===== src/sv/sine_cosine_taylor_defines.svh =====
// Assertion macros for the sine/cosine Taylor block.
// Assertions compile to nothing when SYNTHESIS is defined.
`ifndef SINE_COSINE_TAYLOR_DEFINES_SVH
`define SINE_COSINE_TAYLOR_DEFINES_SVH
`ifndef SYNTHESIS
// Property checked at every clock edge outside reset
`define SCT_ASSERT(label, prop, msg) \
    label: assert property (@(posedge i_clk) disable iff (!i_rst_n) (prop)) else $error(msg);
// Condition in one cycle implies consequence in the next
`define SCT_ASSERT_NEXT(label, ante, cons, msg) \
    label: assert property (@(posedge i_clk) disable iff (!i_rst_n) (ante) |=> (cons)) \
        else $error(msg);
`else
`define SCT_ASSERT(label, prop, msg)
`define SCT_ASSERT_NEXT(label, ante, cons, msg)
`endif
`endif


===== src/sv/sct_pkg.sv =====
// Shared constants and the cell-to-cell bus type for the sine/cosine block.
// No dependencies.
package sct_pkg;

    // Q52 angle constants, rounded to nearest
    localparam logic [59:0] TWO_PI_Q52  = 60'h6487ED5110B461;
    localparam logic [59:0] PI_Q52      = 60'h3243F6A8885A31;
    localparam logic [59:0] HALF_PI_Q52 = 60'h1921FB54442D18;

    // Plus one in Q30
    localparam logic [30:0] ONE_Q30 = 31'h40000000;

    // Beat handed from one series cell to the next
    typedef struct packed {
        logic               valid;
        logic               tsign;
        logic [59:0]        tmag;
        logic [59:0]        x2;
        logic signed [63:0] sum;
    } t_cell_bus;

endpackage


===== src/sv/sct_reduce.sv =====
// Angle widening, optional quarter-turn offset, reduction modulo 2*pi
// and fold into [-pi, pi]. Eight stages. Depends on sct_pkg.
module sct_reduce (
    input  logic               i_clk,
    input  logic               i_rst_n,
    input  logic               i_en,
    input  logic               i_valid,
    input  logic               i_mode,
    input  logic signed [31:0] i_angle,
    output logic               o_valid,
    output logic               o_xsign,
    output logic [57:0]        o_xmag
);
    import sct_pkg::*;

    logic [7:0]         r_vld;
    logic signed [60:0] r_x52;
    logic [59:0]        r_m [0:5];
    logic               r_sg [0:5];
    logic               r_xs;
    logic [57:0]        r_xm;
    logic signed [60:0] n_x52;
    logic [59:0]        n_fold;

    // Widen to Q52 and add the quarter turn for cosine
    always_comb begin
        n_x52 = (61'(i_angle) <<< 28) + signed'(61'(i_mode ? HALF_PI_Q52 : 60'd0));
        n_fold = (r_m[5] > PI_Q52) ? (TWO_PI_Q52 - r_m[5]) : r_m[5];
    end

    // Track beats through the stages
    always_ff @(posedge i_clk) begin
        if (!i_rst_n) begin
            r_vld <= '0;
        end else if (i_en) begin
            r_vld <= {r_vld[6:0], i_valid};
        end
    end

    // Split sign and magnitude, subtract 16T..T, then fold
    always_ff @(posedge i_clk) begin
        if (i_en) begin
            r_x52   <= n_x52;
            r_sg[0] <= r_x52[60];
            r_m[0]  <= r_x52[60] ? 60'(-r_x52) : 60'(r_x52);
            for (int j = 0; j < 5; j++) begin
                r_sg[j+1] <= r_sg[j];
                if (r_m[j] >= (TWO_PI_Q52 << (4 - j))) begin
                    r_m[j+1] <= r_m[j] - (TWO_PI_Q52 << (4 - j));
                end else begin
                    r_m[j+1] <= r_m[j];
                end
            end
            r_xs <= (r_m[5] > PI_Q52) ? !r_sg[5] : r_sg[5];
            r_xm <= {n_fold[53:0], 4'b0000};
        end
    end

    assign o_valid = r_vld[7];
    assign o_xsign = r_xs;
    assign o_xmag  = r_xm;

endmodule


===== config.mk =====
export PLATFORM = sky130hd
export DESIGN_NAME = sct_reduce
export DESIGN_NICKNAME = d
export VERILOG_FILES = /design/src/sv/sine_cosine_taylor_defines.svh /design/src/sv/sct_pkg.sv /design/src/sv/sct_reduce.sv
export SDC_FILE = /design/constraint.sdc
export NUM_CORES = 1
export LEC_CHECK = 0
export BUFFER_PORTS_ARGS = -buffer_cell sky130_fd_sc_hd__buf_2
export CORE_MARGIN = 4
export CORE_UTILIZATION = 40
export CTS_CLUSTER_DIAMETER = 50
export DETAILED_ROUTE_END_ITERATION = 7
export PLACE_DENSITY = 0.66
export SETUP_SLACK_MARGIN = 0.4
export SYNTH_ARGS = -nofsm -noshare
export SYNTH_HDL_FRONTEND = slang
export SYNTH_SLANG_ARGS = --single-unit

===== constraint.sdc =====
create_clock -name i_clk -period 5.6 [get_ports i_clk]
set_input_delay 1.12 -clock i_clk [delete_from_list [all_inputs] [get_ports i_clk]]
set_output_delay 1.12 -clock i_clk [all_outputs]
set_load 0.02 [all_outputs]

== Word level (Yosys, flattened, before mapping) ==
Memory sizes are Yosys's and may differ from the RTL's.
Index checks and enable logic that the tools add are counted.

* Flip-flop bits (word level): 124
* Output and inout bits: 60
* Memories: 2
* Memory bits (writable): 366
* Word-level logic and storage cells: 67
* Input bits: 37

* Muxes and demuxes: 41
* Bitwise operators: 5
* Reductions and logical operators: 1
* Magnitude comparators: 6
* $add $sub $neg: 8

{| class="wikitable"
|+ Memory list
! memory !! depth !! bits a word !! rd ports !! clocked after Yosys merged registers in !! wr ports !! line !! source
|-
| r_m || 6 || 60 || 6 || 0 || 6 || sct_reduce.sv:18 || <nowiki>logic [59:0] r_m [0:5];</nowiki>
|-
| r_sg || 6 || 1 || 6 || 0 || 6 || sct_reduce.sv:19 || <nowiki>logic r_sg [0:5];</nowiki>
|}

{| class="wikitable"
|+ Operators with widths
! kind !! number
|-
| 60-bit 2-to-1 mux || 6
|-
| 60-bit by 54-bit adder with 61-bit output || 1
|-
| 60-bit by 55-bit greater-or-equal comparator with 1-bit output, second input constant || 1
|-
| 60-bit by 56-bit greater-or-equal comparator with 1-bit output, second input constant || 1
|-
| 60-bit by 57-bit greater-or-equal comparator with 1-bit output, second input constant || 1
|-
| 60-bit by 58-bit greater-or-equal comparator with 1-bit output, second input constant || 1
|-
| 60-bit by 59-bit greater-or-equal comparator with 1-bit output, second input constant || 1
|-
| 60-bit by 54-bit > comparator with 1-bit output, second input constant || 1
|-
| 60-bit negator || 1
|-
| 60-bit by 55-bit subtractor with 60-bit output, second input constant || 1
|-
| 60-bit by 56-bit subtractor with 60-bit output, second input constant || 1
|-
| 60-bit by 57-bit subtractor with 60-bit output, second input constant || 1
|-
| 60-bit by 58-bit subtractor with 60-bit output, second input constant || 1
|-
| 60-bit by 59-bit subtractor with 60-bit output, second input constant || 1
|-
| 54-bit 2-to-1 mux || 1
|-
| 54-bit subtractor, first input constant || 1
|-
| 53-bit 2-to-1 mux || 1
|-
| 1-bit 2-to-1 mux || 33
|-
| 1-bit OR || 5
|-
| 1-bit logical NOT || 1
|}

== Longest topological paths before layout ==
Gate-level depths: netlist of run 1.
An unclocked memory read counts as a cell.

* Depth in word-level cells: 6
* Gate-level depth with buffers: 12
* Depth with buffers taken out: 11

== Least setup slack after synthesis of run 1 ==
OpenSTA, ideal clock, no wires.

* Kind: input-to-reg
* Start: input port i_en
* End: memory r_m[4][10], enable pin
* Setup time: 0.438 ns
* Cell stages on the path: 3
* Required time: 5.162 ns
* Slack: 1.718 ns
* Arrival time: 3.445 ns
* Buffers on the path: 3
* Path through: clkbuf_1 -> clkbuf_1 -> clkbuf_1

{| class="wikitable"
|+ RTL lines
! what !! line !! source
|-
| from (decl) || sct_reduce.sv:6 || <nowiki>input logic i_en,</nowiki>
|-
| to (decl) || sct_reduce.sv:18 ||
|}

==> impl_metrics.csv, run 1 <==
group,metric,value,unit
logic_synthesis,netlist_instances,2051,
setup_path,r2r_slack,1.85,ns
setup_path,startpoint_type,"flip-flop",
clocking,cts_sinks,417,
placed_design,globalplace.congestion,0.903,
finish,layout-drive-gt1-share,9.49,%
logic_synthesis,yosysMostFrequentCell,"edfxtp_1",
sta,finalHoldViolations,0,
grt,grt_busiest_layer,"met2",
clocking,htreeDepth,2,
clocking,cts_repair_resize_count,0,
placed_design,pre_cts_ws,1.59,ns
grt,grt_pass1_wl,66200,um
setup_path,critPathLaunch,"r_m[4][1]",
logic_synthesis,yosys-top-cells-count,"edfxtp_1 (409), xnor2_1 (219), nand2_1 (196), nor2_1 (162), xor2_1 (140)",
sta,slew_violations,0,
logic_synthesis,ys_warn_count,0,
routing,wl,40200,um
grt,grt_pass1_vias,14500,
power_and_ir_drop,peakVddDrop,0.000274,V
grt,grt_max_degree,167,
sta,fin_crit,3.75,ns
power_and_ir_drop,power_frac_clock,28.7,%
logic_synthesis,ys_seq_area_share,54.8,%
finish,finish.instance_area,25400,um^2
setup_path,arrival,4.06,ns
routing,initialDrtViolationCount,754,
finish,nFillCells,5132,
sta,setup_viol_count_final,0,
logic_synthesis,synth-async-reset-ratio,0,%
placed_design,place_area,23900,um^2
logic_synthesis,synth.area.top_cells,"edfxtp_1 (54%), xnor2_1 (8.4%), xor2_1 (5.4%), nand2_1 (3.2%), nor2_1 (2.7%)",
sta,finalWorstSetupSlack,1.85,ns
grt,grt_overflow,0,
sta,finClkSkew,0.0298,ns
routing,drtAntennaViolNets,0,
logic_synthesis,synth_edf_count,409,
die,std_cell_rows,87,
clocking,cts-root-buf,"clkbuf_16",
routing,drc,0,
status,outcome,"finished, final reports clean",
logic_synthesis,postSynthAreaPerCell,11.1,um^2
sta,worst_pin_slew,1.16,ns
sta,post-route-period-util,66.9,%
grt,met3_usage,2.25,%
setup_path,cp.required,5.91,ns
die,dieArea,60600,um^2
logic_synthesis,yosysTopAreaCellShare,54.1,%
power_and_ir_drop,p_leak,9.04,nW
setup_path,critical_path_class,"flip-flop to flip-flop",
routing,vias_per_cell,5.13,
logic_synthesis,ys_ff_latch,417,
sta,setup-tns-final,0,ns
grt,grtUsageMet2,23.9,%
power_and_ir_drop,total_power,10.2,mW
clocking,clkTransAtPathRegs,0.06,ns
logic_synthesis,synth.distinct_cells,82,
finish,nets,2204,
power_and_ir_drop,p_comb_share,22.0,%
setup_path,crit_path_end_kind,"flip-flop",
die,start_util,40.3,%
power_and_ir_drop,switching_power,3.03,mW
min_path,hold_path_startpoint,"r_sg[1]",
routing,routedWlPerCell,13.7,um
power_and_ir_drop,powerDensity,399,nW/um^2
finish,synthToLayoutAreaGrowth,12.0,%
setup_path,r2r_end,"r_m[5][51]",
power_and_ir_drop,p_int,7.13,mW
sta,slew_headroom,22.9,%
logic_synthesis,synth_ff_type,"edfxtp_1",
power_and_ir_drop,p_seq_share,49.3,%
setup_path,r2r-start,"r_m[4][1]",
placed_design,hpwl,29800,um
die,io_pins,97,
grt,antenna_found_initial,0,
sta,fmax,267,MHz
routing,vias,15000,
clocking,cts_buffers,48,
sta,grt_setup_unrepaired,"false",
die,fp.dieH,246,um
finish,antenna_cells,0,
clocking,clk_path_buf_depth,3,
power_and_ir_drop,sw_frac_of_total,29.8,%
logic_synthesis,syn_area,22700,um^2
clocking,postCtsSetupRepairBufs,0,
clocking,postCtsHoldBufs,0,
min_path,hp-class,"flip-flop to flip-flop",
grt,grtUsageMet1,14.4,%
clocking,insertion_delay,0.58,ns
setup_path,crit_end,"r_m[5][51]",
placed_design,io_buffers,92,
finish,post-route-util,45.2,%
logic_synthesis,yosys.area.top_type,"edfxtp_1",
die,fp.dieW,246,um
setup_path,rr_worst_depth,10,
setup_path,path_max_fanout,31,
grt,groute.usage.overall,12.8,%
clocking,cts_tree,"built",
routing,firstDrtPassIters,5,
run,max_cap_violations,0,
die,design.core.area,56300,um^2
[sequential cells by signal (all words and copies together), names as in the netlist]
signal and count:
r_m 314, o_xmag 54, r_x52 34, r_vld 8, r_sg 6, o_xsign 1
[cell families (layout without fill, tap and decap cells)]
| group | after synthesis | after routing | share of synthesized area [%] |
|---|---|---|---|
| compound gates | 391 | 391 | 11.2 |
| mux | 15 | 15 | 0.689 |
| simple gates | 714 | 714 | 15.6 |
| flops | 417 | 417 | 54.8 |
| other cells | 1 | 4 | 0.0165 |
| xor+xnor | 359 | 359 | 13.8 |
| fa+ha+maj | 31 | 31 | 1.71 |
| buf+inv | 123 | 239 | 2.13 |
[worst min-delay path by stage]
| stage | slack (ns) | to | cells past startpoint |
|---|---|---|---|
| final | 0.39 | r_sg[2] | 0 |
| after global routing | 0.40 | r_sg[2] | 0 |
| after CTS | 0.38 | r_sg[2] | 0 |
| after detailed placement | 0.40 | r_sg[5] | 0 |
| after global placement | 0.41 | r_sg[4] | 0 |
| after floorplan | 0.40 | r_m[1][3] | 0 |
[cells in the final DEF, fill, tap and decap left out, types with 64 or more instances in the layout]
cell | netlist | layout
edfxtp_1 | 409 | 409
nor2_1 | 162 | 162
o21ai_0 | 98 | 97
nand2_1 | 196 | 196
xnor2_1 | 219 | 219
buf_2 | 2 | 91
nor3_1 | 64 | 64
a21oi_1 | 92 | 92
xor2_1 | 140 | 140
[power groups by stage]
stage	clock network (mW)	registers [mW]	logic [mW]
floorplan	0	4.98	1.71
global placement	0	5.02	2.20
detailed placement	0	5.05	2.25
CTS	3.01	4.99	2.26
global route	3.14	5.09	2.51
finish	2.92	5.00	2.24
[stage by stage]
stage          std cells  hold WS, ns
2_1_floorplan       2054        0.400
3_3_place_gp        2842        0.406
3_5_place_dp        2842        0.405
4_1_cts             2926        0.381
5_1_grt             2926        0.403
6_report            2926        0.392
[routing by layer]
| layer | part of all wire (%) | vias to the layer above |
|---|---|---|
| met5 | 0 | - |
| met4 | 3.1 | 0 |
| met3 | 4.7 | 87 |
| met2 | 51 | 376 |
| met1 | 42 | 6827 |
| li1 | - | 7706 |
[worst max-delay path, cell delays in order, from the launching register on]
cell	delay [ns]
edfxtp_1	0.44
nor4_1	0.53
o211ai_1	0.24
a311o_1	0.46
a21o_1	0.22
a21oi_1	0.14
buf_4	0.31
inv_1	0.47
and2_1	0.34
a32oi_1	0.25
xnor2_1	0.10
[layout make-up]
class                   count  area [um^2]  share of cell area [%]
well taps                 756          946                    3.72
flip-flops and latches    417        12400                    48.9
clock inverters            28          241                   0.949
multi-input cells        1514         9790                    38.5
inverters                  51          191                   0.753
repair buffers            104          573                    2.25
clock buffers              56         1250                    4.92
No activity file was read; power rests on OpenSTA's default activity.
==> inputs of run 2 (changes only) <==
--- a/config.mk
+++ b/config.mk
@@ -10,7 +10,7 @@
 export CORE_UTILIZATION = 40
 export CTS_CLUSTER_DIAMETER = 50
 export DETAILED_ROUTE_END_ITERATION = 7
-export PLACE_DENSITY = 0.66
+export PLACE_DENSITY = 0.68
 export SETUP_SLACK_MARGIN = 0.4
 export SYNTH_ARGS = -nofsm -noshare
 export SYNTH_HDL_FRONTEND = slang
==> constraint.sdc (replaced) <==
create_clock -name i_clk -period 3.23 [get_ports i_clk]
set_input_delay 0.646 -clock i_clk [delete_from_list [all_inputs] [get_ports i_clk]]
set_output_delay 0.646 -clock i_clk [all_outputs]
set_load 0.02 [all_outputs]
==> run 2 against run 1 <==
  * Count of clock-buffer cells in the layout rose by 7
  * Register-to-register slack lost 1.7 ns
  * Combinational power is 110% higher
  * Critical endpoint is now r_m[4][59]
  * Global-route usage is 1.4 points higher
  * Clock skew rose by 0.00070 ns
  * Setup slack lost 1.7 ns
==> impl_metrics.csv, run 2 (synthesized netlist as in run 1, its figures left out) <==
group,metric,value,unit
setup_path,startpoint_type,"flip-flop",
routing,initialDrtViolationCount,773,
die,dieArea,60600,um^2
clocking,cts_buffers,50,
finish,finalNonFillerCells,3088,
die,fp.dieH,246,um
placed_design,globalplace.congestion,0.871,
die,io_pins,97,
sta,slew_violations,0,
clocking,htreeDepth,2,
placed_design,dpl.cell_count,2893,
finish,layout-drive-gt1-share,22.2,%
finish,antenna_cells,0,
finish,synthToLayoutAreaGrowth,23.5,%
sta,fin_crit,3.07,ns
die,std_cell_rows,87,
routing,routedWlPerCell,15.2,um
grt,grt_overflow,0,
finish,final_common_cell,"edfxtp_1",
sta,finClkSkew,0.0305,ns
grt,grt_pass1_wl,72700,um
setup_path,critical_path_class,"flip-flop to flip-flop",
clocking,cts_tree,"built",
setup_path,cp.required,3.55,ns
sta,setup-tns-final,0,ns
die,design.core.area,56300,um^2
grt,grt_max_degree,192,
routing,firstDrtPassIters,5,
clocking,insertion_delay,0.60,ns
finish,finish.instance_area,28000,um^2
run,max_cap_violations,0,
routing,vias_per_cell,5.20,
grt,grt_pass1_vias,15700,
routing,vias,16100,
finish,top_register,"r_m",
die,start_util,40.3,%
sta,worst_pin_slew,1.03,ns
routing,drtAntennaViolNets,0,
sta,fmax,326,MHz
status,outcome,"finished, final reports clean",
power_and_ir_drop,powerDensity,673,nW/um^2
clocking,postCtsHoldBufs,0,
grt,antenna_found_initial,0,
sta,setup_viol_count_final,0,
power_and_ir_drop,p_leak,10.2,nW
placed_design,io_buffers,92,
setup_path,crit_path_end_kind,"flip-flop",
sta,finalHoldViolations,0,
routing,wl,47000,um
sta,slew_headroom,31.6,%
clocking,cts_sinks,417,
finish,post-route-util,49.8,%
finish,nFillCells,4844,
finish,largest_reg_flops,314,
setup_path,arrival,3.40,ns
finish,layout_common_cells,"edfxtp_1 (409), xnor2_1 (213), nand2_1 (188)",
sta,post-route-period-util,95.1,%
die,fp.dieW,246,um
min_path,hp-class,"input port to flip-flop",
grt,groute.usage.overall,14.3,%
setup_path,path_max_fanout,5,
routing,drc,0,
placed_design,place_area,24400,um^2
clocking,clk_path_buf_depth,3,
sta,grt_setup_unrepaired,"true",
power_and_ir_drop,peakVddDrop,0.000418,V
placed_design,hpwl,31900,um
clocking,cts-root-buf,"clkbuf_16",
clocking,clkTransAtPathRegs,0.06,ns
finish,nets,2363,
[run 2: cell count changes in the layout (fill, tap and decap cells not counted), sizes merged]
cell      previous run  this run
inv                 57        59
clkinvlp             3         2
clkbuf              56        65
buf                104       254
or2                  8        10
clkinv              16        14
bufinv               3         5
[run 2: through the flow]
step	setup WS, ns	hold WS [ns]	total power, mW
detailed placement	0.0348	0.405	12.8
floorplan	0.235	0.400	11.6
global route	0.0372	0.344	19.9
global placement	0.0828	0.400	12.7
CTS	0.217	0.312	18.5
finish	0.158	0.350	18.9
[run 2: worst max-delay path, stage by stage, from the launching register on]
cell	delay (ns)
edfxtp_1	0.49
or4_4	0.46
a2111o_1	0.42
a31o_4	0.26
a211oi_4	0.28
nor3_4	0.07
a21oi_4	0.21
buf_8	0.17
buf_12	0.16
clkinv_16	0.08
o211ai_1	0.11
xnor2_1	0.09
[run 2: path summary, 6_finish.rpt]
kind | start | endpoint | slack [ns] | cells after the start
max | r_m[3][17] | r_m[4][59] | 0.16 | 11
min | i_valid | r_vld[0] | 0.35 | 3
max reg2reg | r_m[3][17] | r_m[4][59] | 0.16 | 11
min reg2reg | r_sg[3] | r_sg[4] | 0.41 | 0
[run 2: timing repair]
| item | in CTS | in global routing |
|---|---|---|
| resized for setup | 42 | 199 |
| gates cloned | 3 | 4 |
| endpoints found under the setup margin | 133 | 210 |
| setup buffers | 31 | 68 |
| pin swaps | 15 | 70 |
[run 2: report_power, final]
group | internal (mW) | total, mW | switching [mW]
clock network | 3.32 | 5.45 | 2.13
logic | 2.26 | 4.75 | 2.50
registers | 7.57 | 8.68 | 1.11
[run 2: layout make-up]
cell class / count / area (um^2) / share of cell area (%)
clock buffers: 63 / 1320 / 4.71
clock inverters: 26 / 317 / 1.13
inverters: 51 / 218 / 0.777
multi-input cells: 1516 / 10800 / 38.7
flip-flops and latches: 417 / 12400 / 44.4
well taps: 756 / 946 / 3.37
repair buffers: 256 / 1910 / 6.81
repair inverters: 3 / 38.8 / 0.138
[run 2: metal layers]
metal / track usage [%] / part of all wire (%) / vias up
met5: 0 / 0 / -
met3: 2.18 / 3.7 / 152
met1: 15.3 / 39 / 7520
met4: 7.79 / 5.2 / 0
li1: - / - / 8026
met2: 26.8 / 52 / 372
